$ cat src/hw/rtl/dcd_pkg.sv
// Shared types, constants and calendar helpers for the date clamp/compare/difference unit.
// Used by dcd_day_number and date_clamp_compare_diff_unit; depends on nothing else.

package dcd_pkg;

  localparam int unsigned YearW  = 12;
  localparam int unsigned MonthW = 4;
  localparam int unsigned DayW   = 5;
  localparam int unsigned DaysW  = 20;

  localparam logic [YearW-1:0] BaseYear = 12'd2000;

  // floor(x / 100) == (x * Recip100) >> RecipShift for every x below about 43000.
  localparam logic [12:0] Recip100   = 13'd5243;
  localparam int unsigned RecipShift = 19;

  // Register stages inside dcd_day_number.
  localparam int unsigned DayNumLat = 4;

  typedef struct packed {
    logic [YearW-1:0]  year;
    logic [MonthW-1:0] month;
    logic [DayW-1:0]   day;
  } date_t;

  function automatic logic [DayW-1:0] month_len(input logic [MonthW-1:0] m);
    logic [DayW-1:0] len;
    case (m)
      4'd1, 4'd3, 4'd5, 4'd7, 4'd8, 4'd10, 4'd12: len = 5'd31;
      4'd4, 4'd6, 4'd9, 4'd11: len = 5'd30;
      4'd2: len = 5'd28;
      default: len = 5'd0;
    endcase
    return len;
  endfunction

  function automatic logic [8:0] month_start(input logic [MonthW-1:0] m);
    logic [8:0] start;
    case (m)
      4'd2:  start = 9'd31;
      4'd3:  start = 9'd59;
      4'd4:  start = 9'd90;
      4'd5:  start = 9'd120;
      4'd6:  start = 9'd151;
      4'd7:  start = 9'd181;
      4'd8:  start = 9'd212;
      4'd9:  start = 9'd243;
      4'd10: start = 9'd273;
      4'd11: start = 9'd304;
      4'd12: start = 9'd334;
      default: start = 9'd0;
    endcase
    return start;
  endfunction

endpackage

$ cat src/hw/rtl/date_clamp_compare_diff_unit.sv
// Top level of the date clamp/compare/difference unit: two day-number pipelines and a compare stage.
// Depends on dcd_pkg and dcd_day_number.
//
//   channel   handshake           payload
//   input     start, busy         a_year a_month a_day b_year b_month b_day
//   result    done (one cycle)    days_between a_before_b a_equals_b
//
// An item may be started in every cycle; busy stays low.
// Each item yields one result, in order, after passing through the four-stage day-number
// pipeline and then the compare/subtract stage.
// Synchronous reset clears the valid pipeline; items in flight are dropped.
// The receiver cannot stall, so no backpressure exists anywhere in the pipeline.

module date_clamp_compare_diff_unit #(
  parameter int unsigned MAX_YEAR = 4095
) (
  input  logic                          clk,
  input  logic                          rst,
  input  logic                          start,
  output logic                          busy,
  input  logic [dcd_pkg::YearW-1:0]     a_year,
  input  logic [dcd_pkg::MonthW-1:0]    a_month,
  input  logic [dcd_pkg::DayW-1:0]      a_day,
  input  logic [dcd_pkg::YearW-1:0]     b_year,
  input  logic [dcd_pkg::MonthW-1:0]    b_month,
  input  logic [dcd_pkg::DayW-1:0]      b_day,
  output logic                          done,
  output logic [dcd_pkg::DaysW-1:0]     days_between,
  output logic                          a_before_b,
  output logic                          a_equals_b
);

  dcd_pkg::date_t            date_a;
  dcd_pkg::date_t            date_b;
  logic [dcd_pkg::DaysW-1:0] num_a;
  logic [dcd_pkg::DaysW-1:0] num_b;
  logic [dcd_pkg::DayNumLat-1:0] valid;

  assign busy   = 1'b0;
  assign date_a = '{year: a_year, month: a_month, day: a_day};
  assign date_b = '{year: b_year, month: b_month, day: b_day};

  dcd_day_number #(.MAX_YEAR(MAX_YEAR)) u_num_a (
    .clk     (clk),
    .date    (date_a),
    .day_num (num_a)
  );

  dcd_day_number #(.MAX_YEAR(MAX_YEAR)) u_num_b (
    .clk     (clk),
    .date    (date_b),
    .day_num (num_b)
  );

  always_ff @(posedge clk) begin
    if (rst) begin
      valid <= '0;
      done  <= 1'b0;
    end else begin
      valid <= {valid[dcd_pkg::DayNumLat-2:0], start};
      done  <= valid[dcd_pkg::DayNumLat-1];
    end
  end

  always_ff @(posedge clk) begin
    days_between <= (num_a > num_b) ? (num_a - num_b) : '0;
    a_before_b   <= (num_a < num_b);
    a_equals_b   <= (num_a == num_b);
  end

  assert property (@(posedge clk) disable iff (rst) done |-> !(a_before_b && a_equals_b))
    else $error("result flags both before and equal");
  assert property (@(posedge clk) disable iff (rst) (done && a_before_b) |-> days_between == '0)
    else $error("nonzero difference when A precedes B");
  assert property (@(posedge clk) disable iff (rst) (done && a_equals_b) |-> days_between == '0)
    else $error("nonzero difference for equal dates");
  assert property (@(posedge clk) disable iff (rst)
      (done && !a_before_b && !a_equals_b) |-> days_between != '0)
    else $error("zero difference when A follows B");

endmodule

$ cat src/hw/rtl/dcd_day_number.sv
// Four-stage pipeline that clamps one raw date and turns it into days since 2000-01-01.
// Depends on dcd_pkg.

module dcd_day_number #(
  parameter int unsigned MAX_YEAR = 4095
) (
  input  logic                       clk,
  input  dcd_pkg::date_t             date,
  output logic [dcd_pkg::DaysW-1:0]  day_num
);

  localparam int unsigned YearCap = (MAX_YEAR > 4095) ? 4095 : MAX_YEAR;
  localparam logic [dcd_pkg::YearW-1:0] YearTop = YearCap[dcd_pkg::YearW-1:0];

  // Stage 1: clamped year offset and month, raw day.
  logic [dcd_pkg::YearW-1:0]  s1_off;
  logic [dcd_pkg::MonthW-1:0] s1_month;
  logic [dcd_pkg::DayW-1:0]   s1_day;

  // Stage 2: quotients and the year product.
  logic [9:0]                 s2_q4;
  logic [5:0]                 s2_q100;
  logic [4:0]                 s2_q400;
  logic [4:0]                 s2_qoff;
  logic [dcd_pkg::YearW-1:0]  s2_off;
  logic [dcd_pkg::DaysW-1:0]  s2_years;
  logic [dcd_pkg::MonthW-1:0] s2_month;
  logic [dcd_pkg::DayW-1:0]   s2_day;

  // Stage 3: year, month and day parts.
  logic [dcd_pkg::DaysW-1:0]  s3_years;
  logic [8:0]                 s3_months;
  logic [dcd_pkg::DayW-1:0]   s3_days;

  logic [dcd_pkg::YearW-1:0]  year_lo;
  logic [dcd_pkg::YearW-1:0]  year_c;
  logic [dcd_pkg::MonthW-1:0] month_c;
  logic [24:0]                prod_b;
  logic [24:0]                prod_c;
  logic [24:0]                prod_o;
  logic [dcd_pkg::YearW-1:0]  off_hund;
  logic                       leap;
  logic [dcd_pkg::DayW-1:0]   lim;
  logic [dcd_pkg::DayW-1:0]   day_c;
  logic [10:0]                leaps;

  always_comb begin
    year_lo = (date.year < dcd_pkg::BaseYear) ? dcd_pkg::BaseYear : date.year;
    year_c  = (year_lo > YearTop) ? YearTop : year_lo;
    month_c = (date.month == '0 || date.month > 4'd12) ? 4'd1 : date.month;
  end

  always_ff @(posedge clk) begin
    s1_off   <= year_c - dcd_pkg::BaseYear;
    s1_month <= month_c;
    s1_day   <= date.day;
  end

  always_comb begin
    prod_b = 25'(s1_off + 12'd99) * 25'(dcd_pkg::Recip100);
    prod_c = 25'(s1_off + 12'd399) * 25'(dcd_pkg::Recip100);
    prod_o = 25'(s1_off) * 25'(dcd_pkg::Recip100);
  end

  always_ff @(posedge clk) begin
    s2_q4    <= 10'((s1_off + 12'd3) >> 2);
    s2_q100  <= 6'(prod_b >> dcd_pkg::RecipShift);
    s2_q400  <= 5'(prod_c >> (dcd_pkg::RecipShift + 2));
    s2_qoff  <= 5'(prod_o >> dcd_pkg::RecipShift);
    s2_off   <= s1_off;
    s2_years <= 20'(s1_off) * 20'd365;
    s2_month <= s1_month;
    s2_day   <= s1_day;
  end

  always_comb begin
    off_hund = 12'(s2_qoff) * 12'd100;
    leap     = (s2_off[1:0] == 2'b00) && ((s2_off != off_hund) || (s2_qoff[1:0] == 2'b00));
    lim      = (s2_month == 4'd2 && leap) ? 5'd29 : dcd_pkg::month_len(s2_month);
    day_c    = (s2_day == '0 || s2_day > lim) ? 5'd1 : s2_day;
    leaps    = 11'(s2_q4) + 11'(s2_q400) - 11'(s2_q100);
  end

  always_ff @(posedge clk) begin
    s3_years  <= s2_years + 20'(leaps);
    s3_months <= dcd_pkg::month_start(s2_month) + 9'((s2_month > 4'd2) && leap);
    s3_days   <= day_c - 5'd1;
  end

  always_ff @(posedge clk) begin
    day_num <= s3_years + 20'(s3_months) + 20'(s3_days);
  end

endmodule

$ cat config.mk
export PLATFORM = sky130hd
export DESIGN_NAME = date_clamp_compare_diff_unit
export DESIGN_NICKNAME = d
export VERILOG_FILES = /design/src/hw/rtl/dcd_pkg.sv /design/src/hw/rtl/date_clamp_compare_diff_unit.sv /design/src/hw/rtl/dcd_day_number.sv
export SDC_FILE = /design/constraint.sdc
export NUM_CORES = 2
export LEC_CHECK = 0
export ABC_AREA = 1
export BUFFER_PORTS_ARGS = -buffer_cell sky130_fd_sc_hd__buf_2
export CORE_ASPECT_RATIO = 1.2
export CORE_UTILIZATION = 60
export CTS_CLUSTER_SIZE = 20
export DETAILED_ROUTE_END_ITERATION = 8
export MAX_ROUTING_LAYER = met4
export PLACE_DENSITY = 0.85
export SYNTH_ARGS = -nofsm -noshare
export SYNTH_HDL_FRONTEND = slang
export SYNTH_SLANG_ARGS = --single-unit
$ cat constraint.sdc
create_clock -name clk -period 14.9 [get_ports clk]
set_input_delay 0 -clock clk [delete_from_list [all_inputs] [get_ports clk]]
set_output_delay 0 -clock clk [all_outputs]
set_load 0.05 [all_outputs]
# Word-level counts from Yosys, hierarchy flattened
# Memories as Yosys holds them, arrays and structs flattened. A register that Yosys moved wholly into a read port is not among the register bits.
# Cells that the tools add are included.
[word_totals]
n_memories = 4
regBits = 309
out_inout_bits = 24
mem_bits_ro = 448
wordCells = 117
latchBits = 0
ram_bits = 0
[classes]
n_lt_le_gt_ge = 12
bitwise = 0
eq_ne = 5
addsub = 23
n_mul = 10
n_mux = 8
n_shift = 0
reduce_logical = 20
n_div = 0
[memory_table]
columns = ["name", "depth", "word_bits", "read_ports", "rd_clocked_by_memory_dff", "write_ports", "line_no", "rtl"]
rows = [
  ["(name not given)", 16, 9, 1, 1, 0, "dcd_pkg.sv:39", "case (m)"],
  ["(name not given)", 16, 9, 1, 1, 0, "dcd_pkg.sv:39", ""],
  ["(name not given)", 16, 5, 1, 1, 0, "dcd_pkg.sv:28", "case (m)"],
  ["(name not given)", 16, 5, 1, 1, 0, "dcd_pkg.sv:28", ""],
]
[ops]
columns = ["op", "count"]
rows = [
  ["25-bit by 13-bit multiplier with 25-bit output, second input constant", 4],
  ["12-bit by 13-bit multiplier with 24-bit output, second input constant", 2],
  ["12-bit two-way mux", 4],
  ["20-bit by 11-bit adder with 20-bit output", 2],
  ["20-bit by 5-bit adder with 20-bit output", 2],
  ["20-bit by 9-bit adder with 20-bit output", 2],
  ["12-bit by 9-bit multiplier with 20-bit output, second input constant", 2],
  ["12-bit by 7-bit adder with 13-bit output, second input constant", 2],
  ["12-bit by 9-bit adder with 13-bit output, second input constant", 2],
  ["12-bit by 2-bit adder with 12-bit output, second input constant", 2],
  ["12-bit greater-than comparator, second input constant", 2],
  ["12-bit by 11-bit less-than comparator with 1-bit output, second input constant", 2],
  ["12-bit != test", 2],
  ["12-bit by 11-bit subtractor with 12-bit output, second input constant", 2],
  ["10-bit by 4-bit adder with 11-bit output", 2],
  ["11-bit by 6-bit subtractor with 11-bit output", 2],
  ["20-bit == test", 1],
  ["20-bit greater-than comparator", 1],
  ["20-bit less-than comparator", 1],
  ["5-bit by 5-bit multiplier with 10-bit output, second input constant", 2],
  ["5-bit two-way mux", 4],
  ["20-bit subtractor", 1],
  ["9-bit by 1-bit adder with 9-bit output", 2],
  ["5-bit greater-than comparator", 2],
  ["other kinds (9)", 28],
]

# Logic depth before layout (Yosys ltp)
[depth]
depth_word = 10
depth_mapped = 31

# Cells and area by module
# A second synthesis with hierarchy kept.
[unflattened]
cells_unflattened = 4346
area_unflattened_um2 = 37776.2
[modules_own_cells]
columns = ["module", "cells_each", "seq_area_each_um2", "area_per_inst_um2", "n_inst"]
rows = [
  ["dcd_day_number at u_num_a", 2051, 3022.9, 18001.0, 1],
  ["dcd_day_number at u_num_b", 1956, 3022.9, 17605.6, 1],
  ["date_clamp_compare_diff_unit", 339, 540.5, 2169.6, 1],
]

# Worst setup path after synthesis
# OpenSTA, ideal clock, no wires.
[synth_timing]
path_type = "register -> register"
from = "register u_num_b.s1_off[0] in the netlist's numbering"
to = "register u_num_b.s2_q100[4]"
setup_time_ps = 72
required_ps = 14828
path_stages_with_launch = 27
slack_ps = 9025
arrival_time_ps = 5803
cell_sequence = "dfxtp_1 -> inv_1 -> ha_1 -> nor2_2 -> a21oi_1 -> o21ai_2 -> nand2_2 -> xor2_1 -> inv_1 -> fa_1 -> inv_1 -> ha_1 -> inv_1 -> fa_1 -> inv_1 -> fa_1 -> inv_1 -> fa_1 -> inv_1 -> ha_1 -> nand2_1 -> nor4_1 -> nand4_1 -> nand3_1 -> nand2_1 -> nand2_1 -> xor2_1"
[synth_between]
elab_chain_cells = 2
[synth_lines]
columns = ["item", "line_no", "rtl"]
rows = [
  ["start: declaration", "dcd_day_number.sv:16", "logic [dcd_pkg::YearW-1:0] s1_off;"],
  ["start signal: assignment", "dcd_day_number.sv:54", "s1_off <= year_c - dcd_pkg::BaseYear;"],
  ["12-bit by 7-bit adder with 13-bit output", "dcd_day_number.sv:60", "prod_b = 25'(s1_off + 12'd99) * 25'(dcd_pkg::Recip100);"],
  ["25-bit by 13-bit multiplier with 25-bit output", "dcd_day_number.sv:60", ""],
  ["via u_num_b.prod_b[23]", "dcd_day_number.sv:38", "logic [24:0] prod_b;"],
  ["end signal: assignment", "dcd_day_number.sv:67", "s2_q100 <= 6'(prod_b >> dcd_pkg::RecipShift);"],
  ["end: declaration", "dcd_day_number.sv:22", "logic [5:0] s2_q100;"],
]
# The timed path passes the listed nets, and every way through them passes these cells.
# A chain may end at the register's enable or synchronous reset.

# Worst setup path in the final report
[layout_timing]
from = "register u_num_a.s1_off[2] in the netlist's numbering"
to = "register u_num_a.s2_q400[0]"
[layout_between]
elab_chain_cells = 2
[layout_lines]
columns = ["item", "line_no", "rtl"]
rows = [
  ["start: declaration", "dcd_day_number.sv:16", ""],
  ["start signal: assignment", "dcd_day_number.sv:54", ""],
  ["12-bit by 9-bit adder with 13-bit output", "dcd_day_number.sv:61", "prod_c = 25'(s1_off + 12'd399) * 25'(dcd_pkg::Recip100);"],
  ["25-bit by 13-bit multiplier with 25-bit output", "dcd_day_number.sv:61", ""],
  ["via u_num_a.prod_c[21]", "dcd_day_number.sv:39", "logic [24:0] prod_c;"],
  ["end signal: assignment", "dcd_day_number.sv:68", "s2_q400 <= 5'(prod_c >> (dcd_pkg::RecipShift + 2));"],
  ["end: declaration", "dcd_day_number.sv:23", "logic [4:0] s2_q400;"],
]
# The timed path passes the listed nets, and every way through them passes these cells.

==> flow_metrics.tcl <==
set metrics [dict create \
    post-cts-setup-buffer-count 0 \
    synth_area_mm2 0.0378 \
    required_ns 15.40 \
    synthTopCellsByArea "ha_1 (25%), fa_1 (22%), dfxtp_1 (17%)" \
    tns_ns 0 \
    tritoncts "yes" \
    min_period_over_period 0.455 \
    ios 69 \
    initial_core_util 0.607 \
    hold_viol 0 \
    cts_resized 0 \
    core-area_mm2 0.0622 \
    yosys_most_used_dff "dfxtp_1" \
    min_delay_path_depth 2 \
    clk_pin_slew_ns 0.07 \
    finClkSkew_ns 0.0313 \
    ys_seq_area_frac 0.174 \
    cp.arrival_ns 7.28 \
    cts_hold_buf 71 \
    chipHeight_um 277 \
    drv_slew 0 \
    synth_nets 5581 \
    yosysUniqueCellTypes 55 \
    layout_commonest_cell "inv_1" \
    detail_route.first_pass.iterations 5 \
    synth_edf_count 0 \
    clock.fmax_ghz 0.147 \
    gp_congestion 0.952 \
    rows 100 \
    r2r_cells 23 \
    htreeDepth 2 \
    layout.nets 5756 \
    finalWorstSetupSlack_ns 8.11 \
    drc 0 \
    grt_max_degree 21 \
    area_growth_pct 9.13 \
    status "finished clean" \
    grt_usage 0.288 \
    antenna_found_initial 0 \
    synth_cells 4370 \
    crit_path_end_kind "register" \
    io_buffer_count 67 \
    whs_ns 0.0536 \
    die_w_um 231 \
    max_slew_margin 0.362 \
    post-route-min-period_ns 6.79 \
    hp-class "in -> reg" \
    synth_seq_cells 329 \
    postSynthAreaPerCell_um2 8.64 \
    clock_sinks 329 \
    yosysTopAreaCell "ha_1" \
    wire_per_inst_um 16.0 \
    dieArea_mm2 0.0640 \
    drtIter0Drc 1442 \
    root_buffer "clkbuf_16" \
    diodes 0 \
    dr_total_vias 28759 \
    async_flop_share 0 \
    criticalPathCategory "reg -> reg" \
    overflow 0 \
    path_max_fanout 13 \
    numCtsBuffers 39 \
    wl_um 86500 \
    max-cap-violations 0 \
    vias_per_cell 5.33 \
    grt_pass1_vias 30229 \
    dpl_worst_slack_ns 8.26 \
    clock_path_buffers 3 \
    finalSetupViolCount 0 \
    ant_nets 0 \
    dp_hpwl_um 71200 \
    grt_setup_unrepaired "false" \
    grt_pass1_wl_um 145000 \
    tightestPinTransition_ns 0.953 \
    start_kind "register" \
    final_cell_mix "inv_1 (1084), ha_1 (759), nand2_1 (537)" \
    fillers 4760 \
    insertion_delay_ns 0.59 \
    drive_above_1_share 0.0391 \
    synth_top_cell_area_share 0.251 \
    yosysWarnings 0 \
]
[worst paths after layout]
kind                             end  slack, ns         startpoint
setup / recovery  u_num_a.s2_q400[0]       8.11  u_num_a.s1_off[2]
hold / removal     u_num_a.s1_day[0]       0.05           a_day[0]
setup reg to reg  u_num_a.s2_q400[0]       8.11  u_num_a.s1_off[2]
hold reg to reg    u_num_b.s2_day[4]       0.33  u_num_b.s1_day[4]
[layer usage]
metal | vias to the layer above | share of wire | track usage
li1 | 14067 | - | -
met1 | 13694 | 0.42 | 0.342
met2 | 791 | 0.50 | 0.496
met3 | 207 | 0.056 | 0.0428
met4 | 0 | 0.033 | 0.0924
met5 | - | 0 | -
[per-stage QoR]
| stage | instances | utilization | area (um^2) |
|---|---|---|---|
| final | 5391 | 0.663 | 41200 |
| after global routing | 5391 | 0.663 | 41200 |
| after CTS | 5391 | 0.663 | 41200 |
| after detailed placement | 5249 | 0.629 | 39100 |
| after global placement | 5249 | 0.629 | 39100 |
| after floorplan | 4370 | - | 37800 |
[cells in the mapped netlist (2+ instances only)]
master,count
a221oi_1,2
fa_1,407
buf_2,2
o211ai_1,16
nor3_1,39
nor4_1,16
nand2_1,537
nand3_1,128
o21ai_2,3
nor2_2,3
nand3b_1,6
nand3_2,2
a21o_1,22
and2_1,5
nor2_1,233
a21boi_0,6
o2111ai_1,4
buf_4,2
nor3_2,3
nor4b_1,2
or2_1,3
o21ai_1,2
a211oi_1,7
o31ai_1,13
a21oi_1,238
nor2_4,2
xor2_1,182
o21a_1,12
o21ai_0,119
nand4_1,37
nor3b_1,9
ha_1,759
nand2_2,8
o41ai_1,2
a31oi_1,13
or2_2,13
o22ai_1,4
dfxtp_1,329
o21bai_1,9
a21oi_2,3
xnor2_1,70
inv_1,1084
clkbuf_1,2
[cell families after synthesis]
family / synth area share
adders and majority gates: 0.467
buffers and inverters: 0.109
and+or+nand+nor: 0.119
AOI/OAI and AO/OA: 0.0722
DFF: 0.174
xor gates and xnor gates: 0.0584
other: 0.0000993
[critical path, cell delays in order, from the launching register on]
cell	delay, ns
dfxtp_1	0.71
inv_1	0.19
ha_1	0.24
nand2_1	0.11
a21oi_1	0.12
nor3_1	0.36
nand2_1	0.13
a21oi_1	0.19
xor2_1	0.56
inv_1	0.26
fa_1	0.58
inv_1	0.05
ha_1	0.29
fa_1	0.48
fa_1	0.55
inv_1	0.05
fa_1	0.53
inv_1	0.04
ha_1	0.31
nand2_1	0.10
nor4_1	0.32
nand3_1	0.12
o211ai_1	0.22
xor2_1	0.18
[registers in the layout, summed over array words and instances (netlist names), 18 cells and up, named ones only]
register          count
days_between         20
u_num_a.day_num      20
u_num_a.s3_years     20
u_num_b.day_num      20
u_num_b.s3_years     20
u_num_a.s2_years     18
u_num_b.s2_years     18
[layout make-up]
type	count	area, um^2	area share
multi-input combinational	2949	27100	0.657
sequential	329	6590	0.160
inverter	1085	4070	0.0988
clock buffer	49	1070	0.0260
timing repair buffer	141	1070	0.0259
tap	816	1020	0.0248
clock inverter	22	328	0.00795
Power is not shown: default switching activity piles up to over one toggle a cycle in this logic, so the estimate is an artifact.
